[src/gsps_pkg.sv]
`timescale 1ns / 1ps

package gsps_pkg;

    localparam int FRAC_BITS_DEF = 4;

    // field and state widths
    localparam int DIST_W  = 15;
    localparam int BAND_W  = 3;
    localparam int SERVO_W = 15;
    localparam int SPEED_W = 4;
    localparam int LIMIT_W = 2;
    localparam int GAIN_W  = 4;
    localparam int ERR_W   = 18;
    localparam int TURN_W  = 32;
    localparam int TDATA_W = 24;

    localparam logic [BAND_W-1:0] BAND_MAX = 3'd4;

    localparam logic signed [ERR_W-1:0] ERR_MAX = 18'sh1FFFF;
    localparam logic signed [ERR_W-1:0] ERR_MIN = -18'sh20000;

    // configuration port
    localparam int CFG_ADDR_W = 2;
    localparam int CFG_DATA_W = 15;
    localparam int CREF_W     = 11;
    localparam int SWING_W    = 12;

    localparam logic [CFG_ADDR_W-1:0] CFG_CENTER_REF   = 2'd0;
    localparam logic [CFG_ADDR_W-1:0] CFG_SERVO_CENTER = 2'd1;
    localparam logic [CFG_ADDR_W-1:0] CFG_SERVO_SWING  = 2'd2;

    localparam logic [SERVO_W-1:0] SERVO_CENTER_RST = 15'd2870;
    localparam logic [SWING_W-1:0] SERVO_SWING_RST  = 12'd725;

    // limit codes
    localparam logic [LIMIT_W-1:0] LIM_NONE = 2'd0;
    localparam logic [LIMIT_W-1:0] LIM_HIGH = 2'd1;
    localparam logic [LIMIT_W-1:0] LIM_LOW  = 2'd2;

    // multiplier operand select
    localparam logic [1:0] MUL_E0 = 2'd0;
    localparam logic [1:0] MUL_E1 = 2'd1;
    localparam logic [1:0] MUL_E2 = 2'd2;

    // serial divider: 3 quotient bits per step, 36-bit dividend
    localparam int DIV_BITS  = 3;
    localparam int DIV_STEPS = 12;
    localparam int DIVN_W    = DIV_BITS * DIV_STEPS;
    localparam int DEN_W     = 7;
    localparam int CNT_W     = $clog2(DIV_STEPS);

    // gain schedule, indexed [position band][speed band]
    localparam logic [GAIN_W-1:0] GAIN_P [5][5] = '{
        '{4'd12, 4'd10, 4'd9, 4'd10, 4'd12},
        '{4'd10, 4'd9,  4'd8, 4'd9,  4'd10},
        '{4'd7,  4'd7,  4'd7, 4'd7,  4'd7},
        '{4'd9,  4'd7,  4'd5, 4'd7,  4'd9},
        '{4'd5,  4'd4,  4'd3, 4'd4,  4'd5}};

    localparam logic [GAIN_W-1:0] GAIN_D [5][5] = '{
        '{4'd2,  4'd4,  4'd7, 4'd4,  4'd2},
        '{4'd4,  4'd5,  4'd6, 4'd5,  4'd4},
        '{4'd6,  4'd7,  4'd8, 4'd7,  4'd6},
        '{4'd9,  4'd7,  4'd8, 4'd7,  4'd9},
        '{4'd12, 4'd10, 4'd9, 4'd10, 4'd12}};

    localparam logic [SPEED_W-1:0] SPEED_TAB [5][5] = '{
        '{4'd6, 4'd7, 4'd9, 4'd7, 4'd6},
        '{4'd4, 4'd6, 4'd9, 4'd6, 4'd4},
        '{4'd3, 4'd5, 4'd9, 4'd5, 4'd3},
        '{4'd2, 4'd4, 4'd9, 4'd4, 4'd2},
        '{4'd1, 4'd3, 4'd9, 4'd3, 4'd1}};

    typedef struct packed {
        logic       load;
        logic       mul_en;
        logic [1:0] mul_sel;
        logic       sum;
        logic       scale;
        logic       div_step;
        logic       finish;
    } t_dp_cmd;

    typedef struct packed {
        logic out_full;
    } t_dp_sts;

endpackage

[src/gsps_ctrl.sv]
`timescale 1ns / 1ps

module gsps_ctrl (
    input  logic              i_clk,
    input  logic              i_rst_n,
    input  logic              i_in_valid,
    output logic              o_in_ready,
    input  gsps_pkg::t_dp_sts i_sts,
    output gsps_pkg::t_dp_cmd o_cmd
);

    localparam logic [2:0] S_IDLE  = 3'd0;
    localparam logic [2:0] S_MUL0  = 3'd1;
    localparam logic [2:0] S_MUL1  = 3'd2;
    localparam logic [2:0] S_MUL2  = 3'd3;
    localparam logic [2:0] S_SUM   = 3'd4;
    localparam logic [2:0] S_SCALE = 3'd5;
    localparam logic [2:0] S_DIV   = 3'd6;
    localparam logic [2:0] S_FIN   = 3'd7;

    localparam logic [gsps_pkg::CNT_W-1:0] CNT_LAST =
        gsps_pkg::CNT_W'(gsps_pkg::DIV_STEPS - 1);

    logic [2:0]                  r_state, n_state;
    logic [gsps_pkg::CNT_W-1:0]  r_cnt, n_cnt;

    assign o_in_ready = (r_state == S_IDLE);

    always_comb begin
        n_state = r_state;
        n_cnt   = r_cnt;
        o_cmd   = '0;
        unique case (r_state)
            S_IDLE: begin
                if (i_in_valid) begin
                    o_cmd.load = 1'b1;
                    n_state    = S_MUL0;
                end
            end
            S_MUL0: begin
                o_cmd.mul_en  = 1'b1;
                o_cmd.mul_sel = gsps_pkg::MUL_E0;
                n_state       = S_MUL1;
            end
            S_MUL1: begin
                o_cmd.mul_en  = 1'b1;
                o_cmd.mul_sel = gsps_pkg::MUL_E1;
                n_state       = S_MUL2;
            end
            S_MUL2: begin
                o_cmd.mul_en  = 1'b1;
                o_cmd.mul_sel = gsps_pkg::MUL_E2;
                n_state       = S_SUM;
            end
            S_SUM: begin
                o_cmd.sum = 1'b1;
                n_state   = S_SCALE;
            end
            S_SCALE: begin
                o_cmd.scale = 1'b1;
                n_cnt       = '0;
                n_state     = S_DIV;
            end
            S_DIV: begin
                o_cmd.div_step = 1'b1;
                n_cnt          = r_cnt + 1'b1;
                if (r_cnt == CNT_LAST) begin
                    n_state = S_FIN;
                end
            end
            S_FIN: begin
                // hold until the output register can take the result
                if (!i_sts.out_full) begin
                    o_cmd.finish = 1'b1;
                    n_state      = S_IDLE;
                end
            end
            default: begin
                n_state = S_IDLE;
            end
        endcase
    end

    always_ff @(posedge i_clk) begin
        if (!i_rst_n) begin
            r_state <= S_IDLE;
            r_cnt   <= '0;
        end else begin
            r_state <= n_state;
            r_cnt   <= n_cnt;
        end
    end

endmodule

[src/gsps_datapath.sv]
`timescale 1ns / 1ps

module gsps_datapath #(
    parameter int FRAC_BITS = gsps_pkg::FRAC_BITS_DEF
) (
    input  logic                                   i_clk,
    input  logic                                   i_rst_n,
    input  logic                                   i_cfg_we,
    input  logic [gsps_pkg::CFG_ADDR_W-1:0]        i_cfg_addr,
    input  logic [gsps_pkg::CFG_DATA_W-1:0]        i_cfg_data,
    input  logic signed [gsps_pkg::DIST_W-1:0]     i_dist,
    input  logic [gsps_pkg::BAND_W-1:0]            i_pos,
    input  logic [gsps_pkg::BAND_W-1:0]            i_spd,
    input  gsps_pkg::t_dp_cmd                      i_cmd,
    output gsps_pkg::t_dp_sts                      o_sts,
    input  logic                                   i_out_ready,
    output logic                                   o_out_valid,
    output logic [gsps_pkg::SERVO_W-1:0]           o_servo,
    output logic [gsps_pkg::SPEED_W-1:0]           o_speed,
    output logic [gsps_pkg::LIMIT_W-1:0]           o_limit
);

    localparam int ERR_W   = gsps_pkg::ERR_W;
    localparam int TURN_W  = gsps_pkg::TURN_W;
    localparam int SCALED_W = gsps_pkg::CREF_W + FRAC_BITS;
    localparam int DIFF_W  = ((SCALED_W > gsps_pkg::DIST_W) ? SCALED_W : gsps_pkg::DIST_W) + 1;
    localparam int CMP_W   = (DIFF_W > ERR_W) ? DIFF_W : ERR_W;
    localparam int COEF_W  = 7;
    localparam int PROD_W  = COEF_W + ERR_W;
    localparam int ACC_W   = PROD_W + 2;
    localparam int T7_W    = TURN_W + 3;
    localparam int DIVN_W  = gsps_pkg::DIVN_W;
    localparam int DEN_W   = gsps_pkg::DEN_W;
    localparam int REM_W   = DEN_W + 1;
    localparam int SUMS_W  = TURN_W + 2;
    localparam int SERVO_W = gsps_pkg::SERVO_W;

    localparam logic [ACC_W-1:0] ROUND_MASK = ACC_W'((64'd1 << FRAC_BITS) - 64'd1);
    localparam logic signed [TURN_W-1:0] TURN_MAX = {1'b0, {(TURN_W-1){1'b1}}};
    localparam logic signed [TURN_W-1:0] TURN_MIN = {1'b1, {(TURN_W-1){1'b0}}};
    localparam logic [SERVO_W-1:0] SERVO_MAX = {SERVO_W{1'b1}};

    // configuration
    logic signed [gsps_pkg::CREF_W-1:0]  r_center_ref;
    logic [SERVO_W-1:0]                  r_servo_center;
    logic [gsps_pkg::SWING_W-1:0]        r_servo_swing;

    // controller state and per-item operands
    logic signed [TURN_W-1:0]            r_prev;
    logic signed [ERR_W-1:0]             r_e0, r_e1, r_e2;
    logic [gsps_pkg::GAIN_W-1:0]         r_p, r_d;
    logic [gsps_pkg::SPEED_W-1:0]        r_speed;
    logic signed [ACC_W-1:0]             r_acc;
    logic signed [TURN_W-1:0]            r_turn;
    logic                                r_neg;
    logic [DIVN_W-1:0]                   r_num;
    logic [REM_W-1:0]                    r_rem;
    logic [DEN_W-1:0]                    r_den;

    // output register
    logic                                r_out_valid;
    logic [SERVO_W-1:0]                  r_servo;
    logic [gsps_pkg::SPEED_W-1:0]        r_out_speed;
    logic [gsps_pkg::LIMIT_W-1:0]        r_limit;

    // error term
    logic [gsps_pkg::BAND_W-1:0]         w_pos, w_spd;
    logic signed [DIFF_W-1:0]            w_diff;
    logic signed [CMP_W-1:0]             w_diff_x;
    logic signed [ERR_W-1:0]             w_e0;

    always_comb begin
        w_pos    = (i_pos > gsps_pkg::BAND_MAX) ? gsps_pkg::BAND_MAX : i_pos;
        w_spd    = (i_spd > gsps_pkg::BAND_MAX) ? gsps_pkg::BAND_MAX : i_spd;
        w_diff   = (DIFF_W'(r_center_ref) <<< FRAC_BITS) - DIFF_W'(i_dist);
        w_diff_x = CMP_W'(w_diff);
        if (w_diff_x > CMP_W'(gsps_pkg::ERR_MAX)) begin
            w_e0 = gsps_pkg::ERR_MAX;
        end else if (w_diff_x < CMP_W'(gsps_pkg::ERR_MIN)) begin
            w_e0 = gsps_pkg::ERR_MIN;
        end else begin
            w_e0 = w_diff_x[ERR_W-1:0];
        end
    end

    // shared multiplier for the three velocity-form terms
    logic [COEF_W-1:0]          w_pd, w_p2d;
    logic signed [COEF_W-1:0]   w_coef;
    logic signed [ERR_W-1:0]    w_err;
    logic signed [PROD_W-1:0]   w_prod;

    always_comb begin
        w_pd  = COEF_W'(r_p) + COEF_W'(r_d);
        w_p2d = COEF_W'(r_p) + (COEF_W'(r_d) << 1);
        case (i_cmd.mul_sel)
            gsps_pkg::MUL_E0: begin
                w_coef = $signed(w_pd);
                w_err  = r_e0;
            end
            gsps_pkg::MUL_E1: begin
                w_coef = -$signed(w_p2d);
                w_err  = r_e1;
            end
            gsps_pkg::MUL_E2: begin
                w_coef = $signed(COEF_W'(r_d));
                w_err  = r_e2;
            end
            default: begin
                w_coef = '0;
                w_err  = '0;
            end
        endcase
        w_prod = w_coef * w_err;
    end

    // increment with truncation toward zero, then saturating accumulate
    logic signed [ACC_W-1:0]    w_acc_adj, w_inc;
    logic signed [TURN_W:0]     w_sum;

    always_comb begin
        w_acc_adj = r_acc + (r_acc[ACC_W-1] ? $signed(ROUND_MASK) : '0);
        w_inc     = w_acc_adj >>> FRAC_BITS;
        w_sum     = (TURN_W+1)'(r_prev) + (TURN_W+1)'(w_inc);
    end

    // 7*turn and divider setup
    logic signed [T7_W-1:0]     w_t7;
    logic [T7_W-1:0]            w_mag;
    logic [DEN_W-1:0]           w_den;

    always_comb begin
        w_t7  = (T7_W'(r_turn) <<< 3) - T7_W'(r_turn);
        w_mag = w_t7[T7_W-1] ? $unsigned(-w_t7) : $unsigned(w_t7);
        w_den = (DEN_W'(r_p) << 3) + (DEN_W'(r_p) << 1);
    end

    // restoring divide step, several quotient bits per cycle
    logic [REM_W-1:0]           w_rem;
    logic [DIVN_W-1:0]          w_num;

    always_comb begin
        w_rem = r_rem;
        w_num = r_num;
        for (int k = 0; k < gsps_pkg::DIV_BITS; k++) begin
            w_rem = {w_rem[REM_W-2:0], w_num[DIVN_W-1]};
            w_num = {w_num[DIVN_W-2:0], 1'b0};
            if (w_rem >= REM_W'(r_den)) begin
                w_rem    = w_rem - REM_W'(r_den);
                w_num[0] = 1'b1;
            end
        end
    end

    // signed quotient and servo clamp
    logic signed [TURN_W-1:0]   w_q;
    logic signed [SUMS_W-1:0]   w_servo;
    logic [SERVO_W:0]           w_hi_raw;
    logic [SERVO_W-1:0]         w_hi, w_lo;
    logic [SERVO_W-1:0]         w_servo_out;
    logic [gsps_pkg::LIMIT_W-1:0] w_limit;

    always_comb begin
        w_q      = r_neg ? -$signed(r_num[TURN_W-1:0]) : $signed(r_num[TURN_W-1:0]);
        w_servo  = $signed(SUMS_W'(r_servo_center)) + SUMS_W'(w_q);
        w_hi_raw = (SERVO_W+1)'(r_servo_center) + (SERVO_W+1)'(r_servo_swing);
        w_hi     = w_hi_raw[SERVO_W] ? SERVO_MAX : w_hi_raw[SERVO_W-1:0];
        w_lo     = (r_servo_center >= SERVO_W'(r_servo_swing)) ?
                   (r_servo_center - SERVO_W'(r_servo_swing)) : '0;
        if (w_servo > $signed(SUMS_W'(w_hi))) begin
            w_servo_out = w_hi;
            w_limit     = gsps_pkg::LIM_HIGH;
        end else if (w_servo < $signed(SUMS_W'(w_lo))) begin
            w_servo_out = w_lo;
            w_limit     = gsps_pkg::LIM_LOW;
        end else begin
            w_servo_out = w_servo[SERVO_W-1:0];
            w_limit     = gsps_pkg::LIM_NONE;
        end
    end

    // control-side registers
    always_ff @(posedge i_clk) begin
        if (!i_rst_n) begin
            r_center_ref   <= '0;
            r_servo_center <= gsps_pkg::SERVO_CENTER_RST;
            r_servo_swing  <= gsps_pkg::SERVO_SWING_RST;
            r_prev         <= '0;
            r_e1           <= '0;
            r_e2           <= '0;
            r_out_valid    <= 1'b0;
        end else begin
            if (i_cfg_we) begin
                unique case (i_cfg_addr)
                    gsps_pkg::CFG_CENTER_REF:   r_center_ref   <= i_cfg_data[gsps_pkg::CREF_W-1:0];
                    gsps_pkg::CFG_SERVO_CENTER: r_servo_center <= i_cfg_data[SERVO_W-1:0];
                    gsps_pkg::CFG_SERVO_SWING:  r_servo_swing  <= i_cfg_data[gsps_pkg::SWING_W-1:0];
                    default: ;
                endcase
            end
            if (i_cmd.finish) begin
                r_prev      <= w_q;
                r_e2        <= r_e1;
                r_e1        <= r_e0;
                r_out_valid <= 1'b1;
            end else if (i_out_ready) begin
                r_out_valid <= 1'b0;
            end
        end
    end

    // payload registers
    always_ff @(posedge i_clk) begin
        if (i_cmd.load) begin
            r_e0    <= w_e0;
            r_p     <= gsps_pkg::GAIN_P[w_pos][w_spd];
            r_d     <= gsps_pkg::GAIN_D[w_pos][w_spd];
            r_speed <= gsps_pkg::SPEED_TAB[w_pos][w_spd];
        end
        if (i_cmd.mul_en) begin
            r_acc <= (i_cmd.mul_sel == gsps_pkg::MUL_E0) ? ACC_W'(w_prod)
                                                          : r_acc + ACC_W'(w_prod);
        end
        if (i_cmd.sum) begin
            if (w_sum[TURN_W] != w_sum[TURN_W-1]) begin
                r_turn <= w_sum[TURN_W] ? TURN_MIN : TURN_MAX;
            end else begin
                r_turn <= w_sum[TURN_W-1:0];
            end
        end
        if (i_cmd.scale) begin
            r_neg <= w_t7[T7_W-1];
            r_num <= DIVN_W'(w_mag);
            r_rem <= '0;
            r_den <= w_den;
        end
        if (i_cmd.div_step) begin
            r_num <= w_num;
            r_rem <= w_rem;
        end
        if (i_cmd.finish) begin
            r_servo     <= w_servo_out;
            r_out_speed <= r_speed;
            r_limit     <= w_limit;
        end
    end

    assign o_sts.out_full = r_out_valid & ~i_out_ready;
    assign o_out_valid    = r_out_valid;
    assign o_servo        = r_servo;
    assign o_speed        = r_out_speed;
    assign o_limit        = r_limit;

endmodule

[src/gain_scheduled_pid_steering.sv]
`timescale 1ns / 1ps
// An accepted request steps through MUL0, MUL1, MUL2, SUM, SCALE, DIV and FIN; FIN writes
//   the result to the output register once it is not full. The 12-step serial divider
//   for 7*turn / (10*P), three quotient bits per cycle, does most of the work.
// A new request is taken while the previous result still waits at the output.
// Reset (i_rst_n low, synchronous) clears turn and error history and loads the
//   default center reference, servo center and swing.

module gain_scheduled_pid_steering #(
    parameter int FRAC_BITS = gsps_pkg::FRAC_BITS_DEF
) (
    input  logic                               i_clk,
    input  logic                               i_rst_n,
    input  logic                               i_cfg_we,
    input  logic [gsps_pkg::CFG_ADDR_W-1:0]    i_cfg_addr,
    input  logic [gsps_pkg::CFG_DATA_W-1:0]    i_cfg_data,
    input  logic                               s_axis_tvalid,
    output logic                               s_axis_tready,
    // [14:0] line_distance, [17:15] position_band, [20:18] speed_band
    input  logic [gsps_pkg::TDATA_W-1:0]       s_axis_tdata,
    output logic                               m_axis_tvalid,
    input  logic                               m_axis_tready,
    // [14:0] servo_position, [18:15] speed_command, [20:19] limit_hit
    output logic [gsps_pkg::TDATA_W-1:0]       m_axis_tdata
);

    localparam int DIST_W  = gsps_pkg::DIST_W;
    localparam int BAND_W  = gsps_pkg::BAND_W;
    localparam int FIELD_W = gsps_pkg::SERVO_W + gsps_pkg::SPEED_W + gsps_pkg::LIMIT_W;

    gsps_pkg::t_dp_cmd                 w_cmd;
    gsps_pkg::t_dp_sts                 w_sts;
    logic [gsps_pkg::SERVO_W-1:0]      w_servo;
    logic [gsps_pkg::SPEED_W-1:0]      w_speed;
    logic [gsps_pkg::LIMIT_W-1:0]      w_limit;

    gsps_ctrl u_ctrl (
        .i_clk      (i_clk),
        .i_rst_n    (i_rst_n),
        .i_in_valid (s_axis_tvalid),
        .o_in_ready (s_axis_tready),
        .i_sts      (w_sts),
        .o_cmd      (w_cmd)
    );

    gsps_datapath #(
        .FRAC_BITS (FRAC_BITS)
    ) u_datapath (
        .i_clk       (i_clk),
        .i_rst_n     (i_rst_n),
        .i_cfg_we    (i_cfg_we),
        .i_cfg_addr  (i_cfg_addr),
        .i_cfg_data  (i_cfg_data),
        .i_dist      ($signed(s_axis_tdata[DIST_W-1:0])),
        .i_pos       (s_axis_tdata[DIST_W +: BAND_W]),
        .i_spd       (s_axis_tdata[DIST_W+BAND_W +: BAND_W]),
        .i_cmd       (w_cmd),
        .o_sts       (w_sts),
        .i_out_ready (m_axis_tready),
        .o_out_valid (m_axis_tvalid),
        .o_servo     (w_servo),
        .o_speed     (w_speed),
        .o_limit     (w_limit)
    );

    assign m_axis_tdata = {{(gsps_pkg::TDATA_W-FIELD_W){1'b0}}, w_limit, w_speed, w_servo};

`ifndef ASSERT_OFF
    // one request at a time: the block is busy right after taking one
    a_one_at_a_time: assert property (@(posedge i_clk) disable iff (!i_rst_n)
        s_axis_tvalid && s_axis_tready |=> !s_axis_tready)
        else $error("request accepted while previous one still in work");

    // a fresh result only comes out of the finishing step, never from idle
    a_result_from_work: assert property (@(posedge i_clk) disable iff (!i_rst_n)
        $rose(m_axis_tvalid) |-> $past(!s_axis_tready))
        else $error("result appeared without work in progress");

    a_limit_code: assert property (@(posedge i_clk) disable iff (!i_rst_n)
        m_axis_tvalid |-> (w_limit == gsps_pkg::LIM_NONE || w_limit == gsps_pkg::LIM_HIGH
                           || w_limit == gsps_pkg::LIM_LOW))
        else $error("bad limit code on output");

    // finishing step only issues when the output register is free
    a_no_overwrite: assert property (@(posedge i_clk) disable iff (!i_rst_n)
        w_cmd.finish |-> !(m_axis_tvalid && !m_axis_tready))
        else $error("pending result overwritten");
`endif

endmodule

[config.mk]
export PLATFORM = sky130hd
export DESIGN_NAME = gain_scheduled_pid_steering
export DESIGN_NICKNAME = d
export VERILOG_FILES = /design/src/gsps_pkg.sv /design/src/gsps_ctrl.sv /design/src/gsps_datapath.sv /design/src/gain_scheduled_pid_steering.sv
export SDC_FILE = /design/constraint.sdc
export NUM_CORES = 1
export LEC_CHECK = 0
export ABC_AREA = 0
export BUFFER_PORTS_ARGS = -buffer_cell sky130_fd_sc_hd__buf_4
export CAP_MARGIN = 25
export CORE_MARGIN = 4
export CORE_UTILIZATION = 35
export DETAILED_ROUTE_END_ITERATION = 12
export GPL_ROUTABILITY_DRIVEN = 0
export SLEW_MARGIN = 30
export SYNTH_ARGS = -nofsm -noshare
export SYNTH_HDL_FRONTEND = slang
export SYNTH_SLANG_ARGS = --single-unit
export TNS_END_PERCENT = 10
[constraint.sdc]
create_clock -name i_clk -period 9.45 [get_ports i_clk]
set_input_delay 0.4725 -clock i_clk [delete_from_list [all_inputs] [get_ports i_clk]]
set_output_delay 0.4725 -clock i_clk [all_outputs]
set_load 0.05 [all_outputs]
==> flow_summary.ini <==
[sta]
final_period_minus_worst_setup_slack_ns = 8.66
layout_setup_ws_ns = 0.794
finClkSkew_ns = 0.0228
maxSlewHeadroom_pct = 32.4
rsz0062_at_grt = false
tightest_slew_ns = 1.00
setup_viol = 0
slew_viol_final = 0
fin_crit_sh_pct = 91.6
fmax_mhz = 116
fin_setup_tns_ns = 0
finalHoldViolations = 0

[global_route]
antenna_found_initial = 1
grt_max_degree = 68
grt_pass1_vias = 21000
overflow = 0
track_usage_pct = 16.4
grt_pass1_wl_um = 111000

[critical_path]
reg2reg_to = u_datapath.r_acc[26]$_DFFE_PP_
cp_slowest_cell = fa_1
reg2regPathDepth = 33
worst-setup-path-type = reg -> reg
path_delay_family = adder cells
worstPathMaxFanout = 5
crit_buf_inv = 3
worstPathArrival_ns = 8.98
cpMostUsedCell = fa_1
start_kind = flop
worstPathRequired_ns = 9.77
max_stage_delay_ns = 0.54
worst_setup_path_end_kind = flop
reg2reg_from = u_datapath.r_p[2]$_DFFE_PP_
regToRegSetupSlack_ns = 0.79

[synth]
yosysUniqueCellTypes = 98
synth_seq_cells = 271
synth_top_area_cell = edfxtp_1
yosysSeqAreaShare_pct = 25.9
ys.flop_type = edfxtp_1
yosysTopAreaCellShare_pct = 17.6
synthArstFlopShare_pct = 0
yosysWarnings = 0
synthCells = 3196
synth_area_mm2 = 0.0271
avgSynthCellArea_um2 = 8.47
synth-edff-count = 159
ys_top_cells_by_area = edfxtp_1 (18%), ha_1 (12%), dfxtp_1 (8.3%)

[floorplan]
core_mm2 = 0.0763
die_area_mm2 = 0.0819
pin_count = 72
row_count = 101
dieHeight_um = 286
fp.dieW_um = 286
initial_core_util_pct = 35.5

[power]
ir_worst_vdd_mv = 0.325
p_int_mw = 5.34
power_frac_seq_pct = 17.0
combPwrFrac_pct = 70.4
clock_power_share_pct = 12.6
sw_frac_of_total_pct = 45.7
p_sw_mw = 4.50
p_leak_nw = 12.6
p_per_area_mw_per_mm2 = 331

[placed_design]
portBuffers = 65
pre_cts_ws_ns = 0.642
hpwl_um = 53800

[hold_path]
min_from = s_axis_tdata[0]
hold_path_class = in -> reg
whs_endpoint = u_datapath.r_e0[0]$_SDFFCE_PN1P_
hold_depth = 1

[clock_network]
root_buffer = clkbuf_16
clk-insertion-delay-late_ns = 0.60
cts-buffers-inserted = 31
h-tree-depth = 1
cts_tree = yes
path_clk_slew_ns = 0.06
cts.sinks = 271
cts_max_path_buffers = 3
post_cts_buffers = 0

[routing]
ant_nets = 0
finalWirelength_um = 68100
drt-initial-drc-count = 1323
avgRoutedWirePerCell_um = 16.0
vias = 22000
drc_errors = 0
dr.pass1.iters = 5
vias_per_cell = 5.17

[cells_and_area]
final_nets = 3619
fin_util_pct = 38.9
syn_to_final_growth_pct = 9.64
n_antenna_cell = 0
drive_above_1_share_pct = 6.81

[job]
max-cap-violations = 0

[run_status]
status = finished clean
metal layers:
layer / share of wire [%] / vias to the layer above / routed length [µm] / global-route usage (%)
li1: - / 11200 / - / -
met1: 50 / 10500 / 34100 / 23.9
met2: 45 / 320 / 30500 / 26.4
met3: 2.6 / 72 / 1800 / 1.22
met4: 2.5 / 0 / 1680 / 3.97
met5: 0 / - / 0 / 0
area by class of cell:
class / instances / area [µm²]
Multi-Input combinational cell: 2501 / 18500
Inverter: 304 / 1140
Tap cell: 1030 / 1290
Clock buffer: 44 / 875
Sequential cell: 271 / 7020
Timing Repair Buffer: 98 / 736
Clock inverter: 14 / 164
Fill cell: 7892 / 46600
Yosys cell counts, drive strengths merged, types with 25 or more instances:
| library cell | n |
|---|---|
| o31ai | 27 |
| buf | 25 |
| fa | 104 |
| a21o | 54 |
| o21bai | 26 |
| a21oi | 184 |
| nor2b | 50 |
| nand2b | 40 |
| nand2 | 386 |
| nor2 | 264 |
| xor2 | 90 |
| o21ai | 173 |
| o21a | 37 |
| edfxtp | 159 |
| ha | 262 |
| mux2i | 48 |
| and3 | 28 |
| inv | 304 |
| xnor2 | 156 |
| and2 | 26 |
| dfxtp | 112 |
| a31oi | 25 |
| a211oi | 28 |
| nand3 | 57 |
| a21boi | 60 |
| clkbuf | 97 |
| nor3 | 52 |
registers in the layout, indices dropped and copies added (netlist names), 6 cells and up:
signal	count
u_datapath.r_turn	32
u_datapath.r_e0	17
u_datapath.r_servo_center	15
u_datapath.o_servo	15
u_datapath.r_den	6
u_datapath.r_num	36
u_datapath.r_rem	7
u_datapath.r_e2	17
u_datapath.r_center_ref	11
u_datapath.r_e1	17
u_datapath.r_servo_swing	12
u_datapath.r_prev	32
u_datapath.r_acc	27
metrics by stage:
stage / power (mW) / std cells / cell area (µm²) / hold slack [ns]
finish: 9.84 / 4262 / 29700 / 0.0986
global route: 11.0 / 4262 / 29700 / 0.0832
CTS: 9.92 / 4262 / 29700 / 0.0591
detailed placement: 8.63 / 4204 / 28600 / 0.406
global placement: 8.57 / 4204 / 28600 / 0.403
floorplan: 7.33 / 3198 / 27100 / 0.400
what timing repair did:
action / in CTS / in global routing
resized for setup: 0 / 1
setup endpoints to repair: 0 / 2
hold buffers: 0 / 0
worst reg2reg max path, delay by kind of cell (launching register included):
family / cells / cell delay [ns]
xor gates and xnor gates: 4 / 0.82
and+or+nand+nor: 6 / 1.30
DFF: 1 / 0.49
buffers and inverters: 3 / 0.14
AOI/OAI and AO/OA: 13 / 2.60
adders and majority gates: 7 / 3.03
logic make-up after synthesis:
logic type / after synthesis / share of synthesized area [%]
and+or+nand+nor: 1036 / 18.1
AOI/OAI and AO/OA: 779 / 19.4
buffers and inverters: 426 / 6.05
adders and majority gates: 369 / 19.9
DFF: 271 / 25.9
xor gates and xnor gates: 246 / 7.96
muxes: 68 / 2.61
other: 1 / 0.0138
power by group through the flow:
stage	Combinational (mW)	Sequential (mW)	Clock, mW
after floorplan	5.68	1.65	0
after global placement	6.87	1.70	0
after detailed placement	6.93	1.70	0
after CTS	6.97	1.68	1.28
after global routing	7.99	1.69	1.32
final	6.93	1.67	1.24
how the worst max path moves through the flow:
stage	startpoint	endpoint	slack, ns	cells past startpoint
global route	u_datapath.r_p[1]$_DFFE_PP_	u_datapath.r_acc[26]$_DFFE_PP_	0.006	35
floorplan	u_datapath.r_p[2]$_DFFE_PP_	u_datapath.r_acc[26]$_DFFE_PP_	1.45	34
detailed placement	u_datapath.r_p[1]$_DFFE_PP_	u_datapath.r_acc[26]$_DFFE_PP_	0.64	32
global placement	u_datapath.r_p[1]$_DFFE_PP_	u_datapath.r_acc[26]$_DFFE_PP_	0.66	32
CTS	u_datapath.r_p[1]$_DFFE_PP_	u_datapath.r_acc[26]$_DFFE_PP_	0.63	32
finish	u_datapath.r_p[2]$_DFFE_PP_	u_datapath.r_acc[26]$_DFFE_PP_	0.79	33
layout by cell type (no fill, tap or decap), types with 22 or more instances in the layout:
cell and n:
o211a_1 22, mux2i_1 48, buf_4 98, dfxtp_1 111
ha_1 262, o21ai_0 164, and3_1 28, a21o_1 54
nand3_1 56, a21oi_1 184, nor3_1 51, xor2_1 90
inv_1 303, a21boi_0 59, xnor2_1 156, clkbuf_16 31
o31ai_1 27, nand2b_1 38, nor2b_1 50, o21bai_1 26
nand2_1 386, nor2_1 262, a211oi_1 28, edfxtp_1 159
a31oi_1 24, o21a_1 36, fa_1 104, and2_1 26
(Power assumes the default switching activity.)
